### config.mk
export PLATFORM = sky130hd
export DESIGN_NAME = x10_rf_pulse_encoder_unit
export DESIGN_NICKNAME = d
export VERILOG_FILES = /design/src/sv/x10pe_pkg.sv /design/src/sv/x10pe_front.sv /design/src/sv/x10pe_queue.sv /design/src/sv/x10pe_back.sv /design/src/sv/x10_rf_pulse_encoder_unit.sv
export SDC_FILE = /design/constraint.sdc
export NUM_CORES = 1
export LEC_CHECK = 0
export BUFFER_PORTS_ARGS = -buffer_cell sky130_fd_sc_hd__buf_2
export CAP_MARGIN = 20
export CORE_AREA = 2 2 97 99
export CTS_CLUSTER_SIZE = 10
export DETAILED_ROUTE_END_ITERATION = 16
export DIE_AREA = 0 0 99 101
export GPL_TIMING_DRIVEN = 0
export HOLD_SLACK_MARGIN = 0.06
export PLACE_DENSITY = 0.9
export REMOVE_ABC_BUFFERS = 1
export SLEW_MARGIN = 10
export SYNTH_ARGS = -nofsm -noshare
export SYNTH_HDL_FRONTEND = slang
export SYNTH_HIERARCHICAL = 1
export SYNTH_SLANG_ARGS = --single-unit
### constraint.sdc
create_clock -name clk_i -period 8.3 [get_ports clk_i]
set_input_delay 1.245 -clock clk_i [delete_from_list [all_inputs] [get_ports clk_i]]
set_output_delay 1.245 -clock clk_i [all_outputs]
set_load 0.005 [all_outputs]
### src/sv/x10pe_pkg.sv
`default_nettype none

package x10pe_pkg;

  localparam int unsigned FrameW = 32;
  localparam int unsigned WidthW = 8;
  localparam int unsigned CfgIdxW = 4;
  localparam int unsigned CfgDataW = 4;

  localparam int unsigned LeadN = 5;
  localparam int unsigned FrameItems = LeadN + FrameW + 1;
  localparam int unsigned LastIdx = FrameItems - 1;
  localparam int unsigned CntW = $clog2(FrameItems);

  localparam int unsigned QDepth = 2;
  localparam int unsigned QPtrW = $clog2(QDepth);
  localparam int unsigned QCntW = $clog2(QDepth + 1);

  localparam logic [WidthW-1:0] PwShort = 8'd59;
  localparam logic [WidthW-1:0] PwLong = 8'd169;
  localparam logic [WidthW-1:0] PwNone = 8'd0;

  localparam logic [CfgIdxW-1:0] RegHouseLetter = 4'd0;
  localparam logic [CfgIdxW-1:0] RegUnitIndex = 4'd1;

  typedef struct packed {
    logic              valid;
    logic [FrameW-1:0] frame;
  } frm_req_t;

  function automatic logic [3:0] house_code(input logic [3:0] letter);
    logic [3:0] code;
    case (letter)
      4'd0: code = 4'h6;
      4'd1: code = 4'hE;
      4'd2: code = 4'h2;
      4'd3: code = 4'hA;
      4'd4: code = 4'h1;
      4'd5: code = 4'h9;
      4'd6: code = 4'h5;
      4'd7: code = 4'hD;
      4'd8: code = 4'h7;
      4'd9: code = 4'hF;
      4'd10: code = 4'h3;
      4'd11: code = 4'hB;
      4'd12: code = 4'h0;
      4'd13: code = 4'h8;
      4'd14: code = 4'h4;
      4'd15: code = 4'hC;
      default: code = 4'h6;
    endcase
    return code;
  endfunction

  function automatic logic [WidthW-1:0] lead_first(input logic [2:0] idx);
    logic [WidthW-1:0] w;
    case (idx)
      3'd0, 3'd1, 3'd2: w = 8'd255;
      3'd3: w = 8'd100;
      3'd4: w = 8'd1;
      default: w = 8'd255;
    endcase
    return w;
  endfunction

  function automatic logic [WidthW-1:0] lead_second(input logic [2:0] idx);
    logic [WidthW-1:0] w;
    case (idx)
      3'd0, 3'd1, 3'd2: w = 8'd1;
      3'd3: w = 8'd255;
      3'd4: w = 8'd180;
      default: w = 8'd1;
    endcase
    return w;
  endfunction

endpackage

`default_nettype wire

### src/sv/x10pe_front.sv
`default_nettype none

module x10pe_front (
  input  wire logic                            clk_i,
  input  wire logic                            rst_ni,
  input  wire logic                            cfg_valid_i,
  input  wire logic [x10pe_pkg::CfgIdxW-1:0]   cfg_index_i,
  input  wire logic [x10pe_pkg::CfgDataW-1:0]  cfg_data_i,
  input  wire logic                            cmd_valid_i,
  input  wire logic                            turn_on_i,
  output x10pe_pkg::frm_req_t                  frm_o
);

  logic [3:0] house_letter_q, house_letter_d;
  logic [3:0] unit_index_q, unit_index_d;
  logic [3:0] hc;
  logic [7:0] b1, b2;

  always_comb begin
    house_letter_d = house_letter_q;
    unit_index_d = unit_index_q;
    if (cfg_valid_i) begin
      case (cfg_index_i)
        x10pe_pkg::RegHouseLetter: house_letter_d = cfg_data_i;
        x10pe_pkg::RegUnitIndex: unit_index_d = cfg_data_i;
        default: ;
      endcase
    end
  end

  always_ff @(posedge clk_i or negedge rst_ni) begin
    if (!rst_ni) begin
      house_letter_q <= '0;
      unit_index_q <= '0;
    end else begin
      house_letter_q <= house_letter_d;
      unit_index_q <= unit_index_d;
    end
  end

  // The first bit sent sits in bit 7 of each byte.
  always_comb begin
    hc = x10pe_pkg::house_code(house_letter_q);
    b1 = {hc[0], hc[1], hc[2], hc[3], 1'b0, unit_index_q[3], 2'b00};
    b2 = {1'b0, unit_index_q[2], ~turn_on_i, unit_index_q[0], unit_index_q[1], 3'b000};
    frm_o.valid = cmd_valid_i;
    frm_o.frame = {b1, ~b1, b2, ~b2};
  end

endmodule

`default_nettype wire

### src/sv/x10pe_queue.sv
`default_nettype none

module x10pe_queue (
  input  wire logic                          clk_i,
  input  wire logic                          rst_ni,
  input  wire x10pe_pkg::frm_req_t           wr_i,
  output logic                               full_o,
  output x10pe_pkg::frm_req_t                head_o,
  input  wire logic                          pop_i
);

  logic [x10pe_pkg::FrameW-1:0] mem_q [x10pe_pkg::QDepth];
  logic [x10pe_pkg::QPtrW-1:0]  wr_ptr_q, rd_ptr_q;
  logic [x10pe_pkg::QCntW-1:0]  count_q, count_d;
  logic                         do_wr, do_rd;

  assign full_o = (count_q == x10pe_pkg::QCntW'(x10pe_pkg::QDepth));
  assign do_wr = wr_i.valid && !full_o;
  assign do_rd = pop_i && head_o.valid;
  assign head_o.valid = (count_q != '0);
  assign head_o.frame = mem_q[rd_ptr_q];

  always_comb begin
    count_d = count_q;
    if (do_wr && !do_rd) begin
      count_d = count_q + x10pe_pkg::QCntW'(1);
    end else if (do_rd && !do_wr) begin
      count_d = count_q - x10pe_pkg::QCntW'(1);
    end
  end

  always_ff @(posedge clk_i or negedge rst_ni) begin
    if (!rst_ni) begin
      wr_ptr_q <= '0;
      rd_ptr_q <= '0;
      count_q <= '0;
    end else begin
      count_q <= count_d;
      if (do_wr) begin
        wr_ptr_q <= wr_ptr_q + x10pe_pkg::QPtrW'(1);
      end
      if (do_rd) begin
        rd_ptr_q <= rd_ptr_q + x10pe_pkg::QPtrW'(1);
      end
    end
  end

  always_ff @(posedge clk_i) begin
    if (do_wr) begin
      mem_q[wr_ptr_q] <= wr_i.frame;
    end
  end

endmodule

`default_nettype wire

### src/sv/x10pe_back.sv
`default_nettype none

module x10pe_back (
  input  wire logic                            clk_i,
  input  wire logic                            rst_ni,
  input  wire x10pe_pkg::frm_req_t             head_i,
  output logic                                 q_pop_o,
  output logic                                 out_valid_o,
  input  wire logic                            out_pop_i,
  output logic [x10pe_pkg::WidthW-1:0]         first_width_o,
  output logic [x10pe_pkg::WidthW-1:0]         second_width_o,
  output logic                                 last_o
);

  logic                         busy_q;
  logic [x10pe_pkg::CntW-1:0]   cnt_q;
  logic [x10pe_pkg::FrameW-1:0] frame_q;
  logic                         out_valid_q;
  logic [x10pe_pkg::WidthW-1:0] first_q, first_d;
  logic [x10pe_pkg::WidthW-1:0] second_q, second_d;
  logic                         last_q, last_d;
  logic                         adv, take_item, at_last, is_lead, is_data;

  assign adv = !out_valid_q || out_pop_i;
  assign take_item = busy_q && adv;
  assign at_last = (cnt_q == x10pe_pkg::CntW'(x10pe_pkg::LastIdx));
  assign is_lead = (cnt_q < x10pe_pkg::CntW'(x10pe_pkg::LeadN));
  assign is_data = !is_lead && !at_last;
  assign q_pop_o = head_i.valid && (!busy_q || (take_item && at_last));

  always_comb begin
    if (is_lead) begin
      first_d = x10pe_pkg::lead_first(cnt_q[2:0]);
      second_d = x10pe_pkg::lead_second(cnt_q[2:0]);
      last_d = 1'b0;
    end else if (at_last) begin
      first_d = x10pe_pkg::PwShort;
      second_d = x10pe_pkg::PwNone;
      last_d = 1'b1;
    end else begin
      first_d = x10pe_pkg::PwShort;
      second_d = frame_q[x10pe_pkg::FrameW-1] ? x10pe_pkg::PwLong : x10pe_pkg::PwShort;
      last_d = 1'b0;
    end
  end

  always_ff @(posedge clk_i or negedge rst_ni) begin
    if (!rst_ni) begin
      busy_q <= 1'b0;
      cnt_q <= '0;
      out_valid_q <= 1'b0;
    end else begin
      if (q_pop_o) begin
        busy_q <= 1'b1;
        cnt_q <= '0;
      end else if (take_item && at_last) begin
        busy_q <= 1'b0;
        cnt_q <= '0;
      end else if (take_item) begin
        cnt_q <= cnt_q + x10pe_pkg::CntW'(1);
      end
      if (adv) begin
        out_valid_q <= take_item;
      end
    end
  end

  always_ff @(posedge clk_i) begin
    if (q_pop_o) begin
      frame_q <= head_i.frame;
    end else if (take_item && is_data) begin
      frame_q <= {frame_q[x10pe_pkg::FrameW-2:0], 1'b0};
    end
    if (take_item) begin
      first_q <= first_d;
      second_q <= second_d;
      last_q <= last_d;
    end
  end

  assign out_valid_o = out_valid_q;
  assign first_width_o = first_q;
  assign second_width_o = second_q;
  assign last_o = last_q;

`ifndef SYNTHESIS
  a_cnt_range: assert property (@(posedge clk_i) disable iff (!rst_ni)
    cnt_q <= x10pe_pkg::CntW'(x10pe_pkg::LastIdx))
    else $error("symbol counter out of range");

  a_idle_cnt: assert property (@(posedge clk_i) disable iff (!rst_ni)
    !busy_q |-> cnt_q == '0)
    else $error("symbol counter not cleared while idle");

  a_stop_out: assert property (@(posedge clk_i) disable iff (!rst_ni)
    take_item && at_last |=> out_valid_q && last_q)
    else $error("stop pulse not presented");
`endif

endmodule

`default_nettype wire

### src/sv/x10_rf_pulse_encoder_unit.sv
// X10 radio on/off frame encoder.
// Commands enter through push/full: turn_on_i is taken at an edge with push high
// and full low. Each command yields 38 pulse-width pairs, read through empty/pop:
// five start pairs, 32 data bits and one stop pulse flagged by last_o.
// The house letter and unit index registers are written through the cfg_*
// channel, which is always ready; write them only while no frame is in flight.
// The first pair of a frame passes through the frame queue, the sequencer and
// its output register before it is on the result ports. The back-end symbol
// sequencer gives one pair per cycle while pop takes each pair. A two-entry
// frame queue sits between the command side and the sequencer, so up to two
// further commands are taken while a frame is being sent.
// When pop stays low, the held pair waits on the ports and the sequencer stops;
// commands keep being accepted until the frame queue is full.
// Reset selects house A, unit 1, and empties the queue and the output register.
`default_nettype none

module x10_rf_pulse_encoder_unit (
  input  wire logic                            clk_i,
  input  wire logic                            rst_ni,
  input  wire logic                            push,
  output logic                                 full,
  input  wire logic                            turn_on_i,
  output logic                                 empty,
  input  wire logic                            pop,
  output logic [x10pe_pkg::WidthW-1:0]         first_width_o,
  output logic [x10pe_pkg::WidthW-1:0]         second_width_o,
  output logic                                 last_o,
  input  wire logic                            cfg_valid_i,
  output logic                                 cfg_ready_o,
  input  wire logic [x10pe_pkg::CfgIdxW-1:0]   cfg_index_i,
  input  wire logic [x10pe_pkg::CfgDataW-1:0]  cfg_data_i
);

  x10pe_pkg::frm_req_t wr_req, head;
  logic                q_full, q_pop, out_valid;

  assign cfg_ready_o = 1'b1;
  assign full = q_full;
  assign empty = !out_valid;

  x10pe_front u_front (
    .clk_i       (clk_i),
    .rst_ni      (rst_ni),
    .cfg_valid_i (cfg_valid_i),
    .cfg_index_i (cfg_index_i),
    .cfg_data_i  (cfg_data_i),
    .cmd_valid_i (push),
    .turn_on_i   (turn_on_i),
    .frm_o       (wr_req)
  );

  x10pe_queue u_queue (
    .clk_i  (clk_i),
    .rst_ni (rst_ni),
    .wr_i   (wr_req),
    .full_o (q_full),
    .head_o (head),
    .pop_i  (q_pop)
  );

  x10pe_back u_back (
    .clk_i          (clk_i),
    .rst_ni         (rst_ni),
    .head_i         (head),
    .q_pop_o        (q_pop),
    .out_valid_o    (out_valid),
    .out_pop_i      (pop),
    .first_width_o  (first_width_o),
    .second_width_o (second_width_o),
    .last_o         (last_o)
  );

endmodule

`default_nettype wire
==> impl_results.md <==
- Top-Level Pins: 34
- Area occupied by registers: 3805 sq um
- Hold Crit Depth: 0
- Crit-path cells: nand2b_1 > inv_1 > buf_2
- Post-route setup slack: 5.768 ns
- Final Hold Viols: 0
- DR vias/cell: 5.573
- Max rail drop VDD: 236.6 uV
- Hold Buf Count CTS: 0
- Post-route DRC: 0
- Core Area: 8977 sq um
- Clock Skew: 0.006745 ns
- First-pass iteration count of the detailed router: 4
- Static Leak: 2.533 nW
- Status: finished, final reports clean
- Ys async rst share: 15.38%
- Htree depth: 4
- Synth Flop Type: edfxtp_1
- Share of cells above drive strength 1: 34.83%
- Area of the multi-input gates: 1535 sq um
- CP Max Fanout: 4
- Unrepaired setup endpoints after global routing: no
- Worst-skew pair later-pin latency: 0.52 ns
- Synth area leaders: edfxtp_1 (59%), dfrtp_1 (8.9%), mux2_4 (8.8%), mux2_2 (4.0%), mux2_1 (3.6%)
- Final Critical Period: 2.532 ns
- Final #Nets: 388
- Via count: 2731
- Area delta synth->final: 14.18%
- Slew headroom: 45.99%
- Number of synthesized flops with an enable pin: 110
- Total Wirelength: 9.649 mm
- Critical path arrival: 1.29 ns
- Critical path class: flop to primary output
- Peak Freq: 395.0 MHz
- ANT nets after route: 0
- Library cells used by synthesis: 40
- DP HPWL: 5.129 mm
- HP Class: flop to flop
- Synth Register Bits: 130
- Pre-CTS setup slack: 4.852 ns
- Post-synthesis sequential area ratio: 67.59%
- Area leader, netlist: edfxtp_1
- Power Density: 366.8 nW/um^2
- Worst path slowest cell: dfrtp_1
- Largest net degree at the start of global routing: 35
- Ys Warns: 6
- Clock Tree Buf Depth: 2
- Maxcap violations: 0
- Post_cts resized: 0
- Mapped Avg Cell Area: 17.11 sq um
- Initial antenna violation count: 0
- Die height: 101 um
- Cell with the most instances after synthesis: edfxtp_1
- Gr usage total: 20.52%
- ANT cells: 0
- Worst setup EP type: primary output
- TNS Setup: 0 ns
- Vias in the first global route: 2877
- CTS tree: done
- WL per Instance: 19.69 um
- R2R depth: 6
- Fillers: 482
- Syn Inst Count: 329
- Die ar.: 9999 sq um
- Final period util: 30.50%
- Startpoint type of the worst setup path: flop
- CP peak stage delay: 0.41 ns
- FP Rows: 35
- Critical Path RT: 7.05 ns
- Syn Std Cell Area: 5628 sq um
- First DRT Iteration DRCs: 204
- Postcts setup bufs: 0
- Top cells by count, synth: edfxtp_1 (110), mux2_4 (33), buf_4 (21), inv_1 (21)
- Synth top area share: 58.69%
- Slew @ Worst Pin: 0.8102 ns
- Clock net sink count: 130
- Total CTS buffers: 17
- GP Congestion: 0.7945
- I/O Buffers: 32
- CTS clk-pin slew, worst paths: 0.06 ns
- Initial Utilization: 62.69%
- First-pass GRT wire length: 14.88 mm
- Final max-slew violation count: 0
- Die W: 99 um
- Grt ovf: 0
- CTS root buf: clkbuf_8
- Final setup violation count: 0
[critical path, delay by kind of cell, from the launching register on]
| kind | cells | cell delay [ns] |
|---|---|---|
| buffers and inverters | 2 | 0.16 |
| DFF | 1 | 0.41 |
| and+or+nand+nor | 1 | 0.19 |
[final timing paths]
check                                                    start                             end  slack [ns]
hold reg to reg            u_front/unit_index_q[1]$_DFFE_PN0P_  u_queue/mem_q[0][11]$_DFFE_PP_        0.51
hold / removal             u_front/unit_index_q[1]$_DFFE_PN0P_  u_queue/mem_q[0][11]$_DFFE_PP_        0.51
max in group asynchronous                               rst_ni    u_queue/rd_ptr_q$_DFFE_PN0P_        7.30
min in group asynchronous                               rst_ni     u_back/cnt_q[4]$_DFFE_PN0P_        0.66
setup reg to reg                   u_back/cnt_q[0]$_DFFE_PN0P_    u_back/frame_q[15]$_DFFE_PP_        5.99
setup / recovery                u_queue/count_q[0]$_DFFE_PN0P_                            full        5.77
[power by group]
group          internal (W)  switching [W]  total [W]  leakage [nW]
clock network      0.000492       0.000284   0.000776         0.305
registers          0.000962       0.000102    0.00106          1.27
logic              0.000254       0.000264   0.000518         0.962
[flip-flops by register name (all words and copies together), names as in the netlist]
register	cells
u_back/busy_q	1
u_back/cnt_q	6
u_back/first_width_o	5
u_back/frame_q	32
u_back/last_o	1
u_back/out_valid_o	1
u_back/second_width_o	8
u_front/house_letter_q	4
u_front/unit_index_q	4
u_queue/count_q	2
u_queue/mem_q	64
u_queue/rd_ptr_q	1
u_queue/wr_ptr_q	1
[per-stage QoR]
step | util (%) | hold WS [ns] | instance area (sq um) | power [W] | instances
floorplan | - | 0.4564 | 5401 | 0.001394 | 311
global placement | 63.50 | 0.4734 | 5700 | 0.001505 | 454
detailed placement | 64.49 | 0.4872 | 5789 | 0.001561 | 457
CTS | 71.36 | 0.5170 | 6406 | 0.002359 | 489
global route | 71.58 | 0.5409 | 6426 | 0.002448 | 490
finish | 71.58 | 0.5114 | 6426 | 0.002357 | 490
[area by class of cell]
| cell class | instances | share of cell area (%) |
|---|---|---|
| Sequential cell | 130 | 59.21 |
| Clock inverter | 15 | 3.154 |
| Timing Repair Buffer | 36 | 3.855 |
| Multi-Input combinational cell | 159 | 23.89 |
| Tap cell | 111 | 2.161 |
| Clock buffer | 17 | 6.445 |
| Inverter | 22 | 1.285 |
[cells by family after synthesis]
| logic type | share of synthesized area, % |
|---|---|
| XOR/XNOR | 1.089 |
| AO/OA/AOI/OAI | 1.801 |
| flip-flops | 67.59 |
| multiplexers | 16.59 |
| other | 0.2001 |
| adder cells (fa/ha/maj) | 1.779 |
| AND/OR/NAND/NOR | 4.669 |
| buffers and inverters | 6.292 |
[routing by layer]
layer	share of wire [%]	global-route usage [%]	up-vias
li1	-	-	1242
met4	2.2	10.54	0
met2	54	33.94	98
met1	38	24.93	1373
met3	5.8	5.617	18
met5	0	0	-
[cell usage in the layout (no fill, tap or decap), drive strengths merged]
cell type / count
conb: 15
o31ai: 3
a21o: 1
o21ai: 4
bufinv: 4
and3: 2
o21a: 2
edfxtp: 110
nand4: 2
nand2b: 7
ha: 8
nor4: 1
or2: 1
or4b: 1
xor2: 4
a21oi: 2
nor3: 1
buf: 36
or3: 1
nand2: 8
inv: 27
clkinvlp: 1
mux2: 71
clkinv: 5
dfrtp: 20
nor2: 5
mux2i: 1
xnor2: 3
and2: 3
nand3: 11
clkbuf: 17
o21bai: 2
No activity file was read; power rests on OpenSTA's default activity.
